`config.mk`:
```
export PLATFORM = sky130hd
export DESIGN_NAME = sdc_ram
export DESIGN_NICKNAME = d
export VERILOG_FILES = /design/src/sv/sdc_ram.sv
export SDC_FILE = /design/constraint.sdc
export NUM_CORES = 1
export LEC_CHECK = 0
export BUFFER_PORTS_ARGS = -buffer_cell sky130_fd_sc_hd__clkbuf_2
export CORE_UTILIZATION = 52
export CTS_CLUSTER_DIAMETER = 50
export DETAILED_ROUTE_END_ITERATION = 10
export PLACE_DENSITY = 0.66
export SLEW_MARGIN = 25
export SYNTH_ARGS = -nofsm -noshare
export SYNTH_HDL_FRONTEND = slang
export SYNTH_SLANG_ARGS = --single-unit
```
`constraint.sdc`:
```
create_clock -name clk -period 2.3 [get_ports clk]
set_clock_uncertainty 0.05 [all_clocks]
set_input_delay 0.23 -clock clk [delete_from_list [all_inputs] [get_ports clk]]
set_output_delay 0.23 -clock clk [all_outputs]
set_load 0.005 [all_outputs]
```
`src/sv/sdc_ram.sv`:
```
module sdc_ram #(
  parameter int WIDTH = 8,
  parameter int DEPTH = 16,
  localparam int AW   = (DEPTH > 1) ? $clog2(DEPTH) : 1
) (
  input  logic             clk,
  input  logic             we,
  input  logic [AW-1:0]    waddr,
  input  logic [WIDTH-1:0] wdata,
  input  logic             re,
  input  logic [AW-1:0]    raddr,
  output logic [WIDTH-1:0] rdata
);

  logic [WIDTH-1:0] mem [DEPTH];

  // write port
  always_ff @(posedge clk) begin
    if (we) mem[waddr] <= wdata;
  end

  // registered read, holds while not enabled
  always_ff @(posedge clk) begin
    if (re) rdata <= mem[raddr];
  end

endmodule

```
### After elaboration in Yosys (flattened, before gate mapping)

Memories as Yosys holds them, arrays and structs flattened. A register that Yosys moved wholly into a read port is not among the register bits.
Cells that the tools add are included.

* input port bits: 19
* memory bits (writable): 128
* memories: 1
* bits in registers: 0
* output and inout port bits: 8
* word-level logic and storage cells: 3

Memory list
* mem: words 16, bits a word 8, rd ports 1, clocked after memory_dff 1, wr ports 1, line 15 `logic [WIDTH-1:0] mem [DEPTH];`

* multiplexer cells: 2

Operators with widths (count)
* $mux 1: 2

### Logic depth before layout (Yosys ltp)

* word-level depth: 2
* depth in mapped cells: 5
* depth with buffers taken out: 3

### Least setup slack after synthesis

Ideal clock, no wire load.

* kind: input to register
* start point: in waddr[2]
* end point: mem mem[0][0] (enable)
* slack: 527 ps
* cell stages on the path: 2
* data arrival time: 1340 ps
* required time: 1867 ps
* buffers on the path: 0
* library setup time: 383 ps
* cell sequence: or3b_2 > nor3_1

RTL lines
* from (decl): line 8 `input logic [AW-1:0] waddr,`
* to (decl): line 15

Straight into the memory's write port.

==> flow_summary_export.csv <==
group,metric,value,unit
power,combPwrFrac,4.8,%
timing,worst_pin_slew,450,ps
grt,grt_usage,21.6,%
cells_and_area,seq_area,0.00408,sq mm
cells_and_area,area_delta_synth_final,16.5,%
grt,grt_util_met2,33.8,%
clock_tree,numCtsBuffers,17,
worst_setup_path,crit_fanout,1,
clock_tree,clock-sinks,136,
worst_setup_path,slowest_delay,510,ps
routing,vias_per_cell,5.68,
worst_setup_path,worstPathRequired,2510,ps
clock_tree,cts_buffer_depth,2,
timing,final-setup-viol-count,0,
timing,timing.fmax,648,MHz
floorplan,die_w,102,microns
grt,antenna_found_initial,0,
outcome,outcome,"complete, no violations",
power,swShare,19.9,%
flow_run,maxCapViolations,0,
power,vdd_drop_max,0.442,mV
cells_and_area,final_util,62.3,%
grt,grt_pass1_vias,2519,
cells_and_area,multi_input_area,0.00106,sq mm
cells_and_area,n_fill_cell,695,
worst_setup_path,worst-path-buf-inv,0,
routing,drt_pass1_iterations,4,
power,p_clk_share,41.4,%
place,gp_congestion,0.717,
power,p_sw,1.04,mW
routing,finalWirelength,9.85,mm
yosys,syn_avg_cell_area,22.8,sq um
grt,grt_pass1_wl,15.1,mm
routing,ant_nets,0,
worst_setup_path,reg2reg_slack,760,ps
yosys,yosys_warnings,0,
worst_setup_path,crit_arrival,1750,ps
timing,finalHoldViolations,0,
cells_and_area,layout_common_cells,"edfxtp_1, clkbuf_2, buf_4",
cells_and_area,drive_gt1_share,30.3,%
clock_tree,cts-root-buf,"clkbuf_8",
timing,fin_crit_sh,67.0,%
worst_setup_path,path_cells,"mux4_1 > a22oi_1 > nand2_1",
yosys,ys_seq_area_share,78.1,%
clock_tree,cts_hold_buf,0,
floorplan,io_pins,27,
timing,setup-tns-final,0,ps
worst_setup_path,end_kind,"register",
floorplan,rows,36,
routing,drc,0,
worst_setup_path,path_class,"reg -> reg",
routing,wl_per_cell,22.9,microns
worst_setup_path,cp-start-kind,"register",
clock_tree,cts_setup_buffers,0,
cells_and_area,nets,306,
yosys,synth_fp_nets,248,
grt,use_met1,30.1,%
clock_tree,clkSlewWorstSetupHoldPaths,60,ps
routing,num_vias,2441,
yosys,syn_inst,229,
place,port_buffers,26,
timing,fin_crit,1540,ps
worst_hold_path,hp-class,"in -> reg",
cells_and_area,antenna_cells,0,
power,power.internal,4.19,mW
grt,grt_busiest_layer,"met2",
grt,grt_max_degree,17,
yosys,synth_cell_type_count,18,
floorplan,die_area,0.0105,sq mm
floorplan,start_util,53.5,%
floorplan,core-area,0.00977,sq mm
clock_tree,cts-htree-levels,4,
worst_setup_path,crit_family,"multiplexers",
clock_tree,cts_tree,"built",
timing,rsz0062_at_grt,"no",
floorplan,die_y,102,microns
worst_setup_path,cpMaxStageDelayCell,"mux4_1",
power,seqPwrFrac,53.7,%
yosys,syn_area,0.00523,sq mm
clock_tree,clkLatencyLatePin,510,ps
timing,drv_slew,0,
place,dp_hpwl,6.30,mm
clock_tree,cts_resized,0,
grt,grt_overflow,0,
routing,drt-initial-drc-count,135,
yosys,synth-seq-cells,136,
grt,use_met3,5.06,%
power,power.density,859,mW/mm^2
timing,slew_headroom,70.0,%
power,p_leak,2.07,nW
cells_and_area,mostFrequentLayoutCell,"edfxtp_1",
-- synthesized netlist by cell type --
cell,count,area [sq um]
buf_2,3,15.0
mux4_1,14,368
and2b_1,1,7.51
or3b_2,1,8.76
mux4_2,18,405
clkdlybuf4s25_2,3,30.0
edfxtp_1,136,4080
nand2b_1,2,12.5
buf_4,1,7.51
nand3_1,1,5.00
a22oi_1,16,120
and2_1,1,6.26
nor2_1,13,48.8
nor3_1,4,20.0
nor2b_1,1,6.26
nand2_1,9,33.8
buf_6,3,33.8
nand3b_1,2,15.0
-- flip-flops by register name, summed over array words and instances, names as in the netlist --
register,flops
mem,128
rdata,8
-- power groups by stage --
stage	Combinational, mW	Clock [mW]	Sequential (mW)
floorplan	0.141	0	2.86
global placement	0.253	0	2.86
detailed placement	0.258	0	2.86
CTS	0.258	2.20	2.81
global route	0.277	2.30	2.81
finish	0.253	2.17	2.81
-- stage by stage --
step	setup WS (ps)	power, mW	hold WS (ps)	instance area [sq um]	cells
final	758	5.23	49.4	6090	430
after global routing	662	5.40	54.4	6090	430
after CTS	727	5.27	37.4	6090	430
after detailed placement	371	3.12	576	5620	401
after global placement	393	3.11	578	5620	401
after floorplan	527	3.00	279	5230	229
-- path summary, 6_finish.rpt --
check        cells past startpoint                  to                  from
max                              3  rdata[4]$_DFFE_PP_   mem[9][4]$_DFFE_PP_
min                              1  rdata[1]$_DFFE_PP_                    re
max reg2reg                      3  rdata[4]$_DFFE_PP_   mem[9][4]$_DFFE_PP_
min reg2reg                      3  rdata[5]$_DFFE_PP_  mem[11][5]$_DFFE_PP_
-- layout make-up --
class	instances	area share, %
sequential	136	67.1
multi-input combinational	83	17.4
timing repair buffer	49	5.18
tap	133	2.73
clock inverter	7	0.534
clock buffer	22	7.11
-- layer usage --
metal / up-vias / routed length [microns]
met5: - / 0
met4: 0 / 97
met3: 8 / 456
met2: 70 / 5050
met1: 1268 / 4250
li1: 1095 / -
-- cell families after synthesis --
family	share of synthesized area, %
and+or+nand+nor	3.14
DFF	78.1
muxes	14.8
buffers and inverters	1.65
AOI/OAI and AO/OA	2.30
Note: power is estimated with default switching activity, not from simulation.
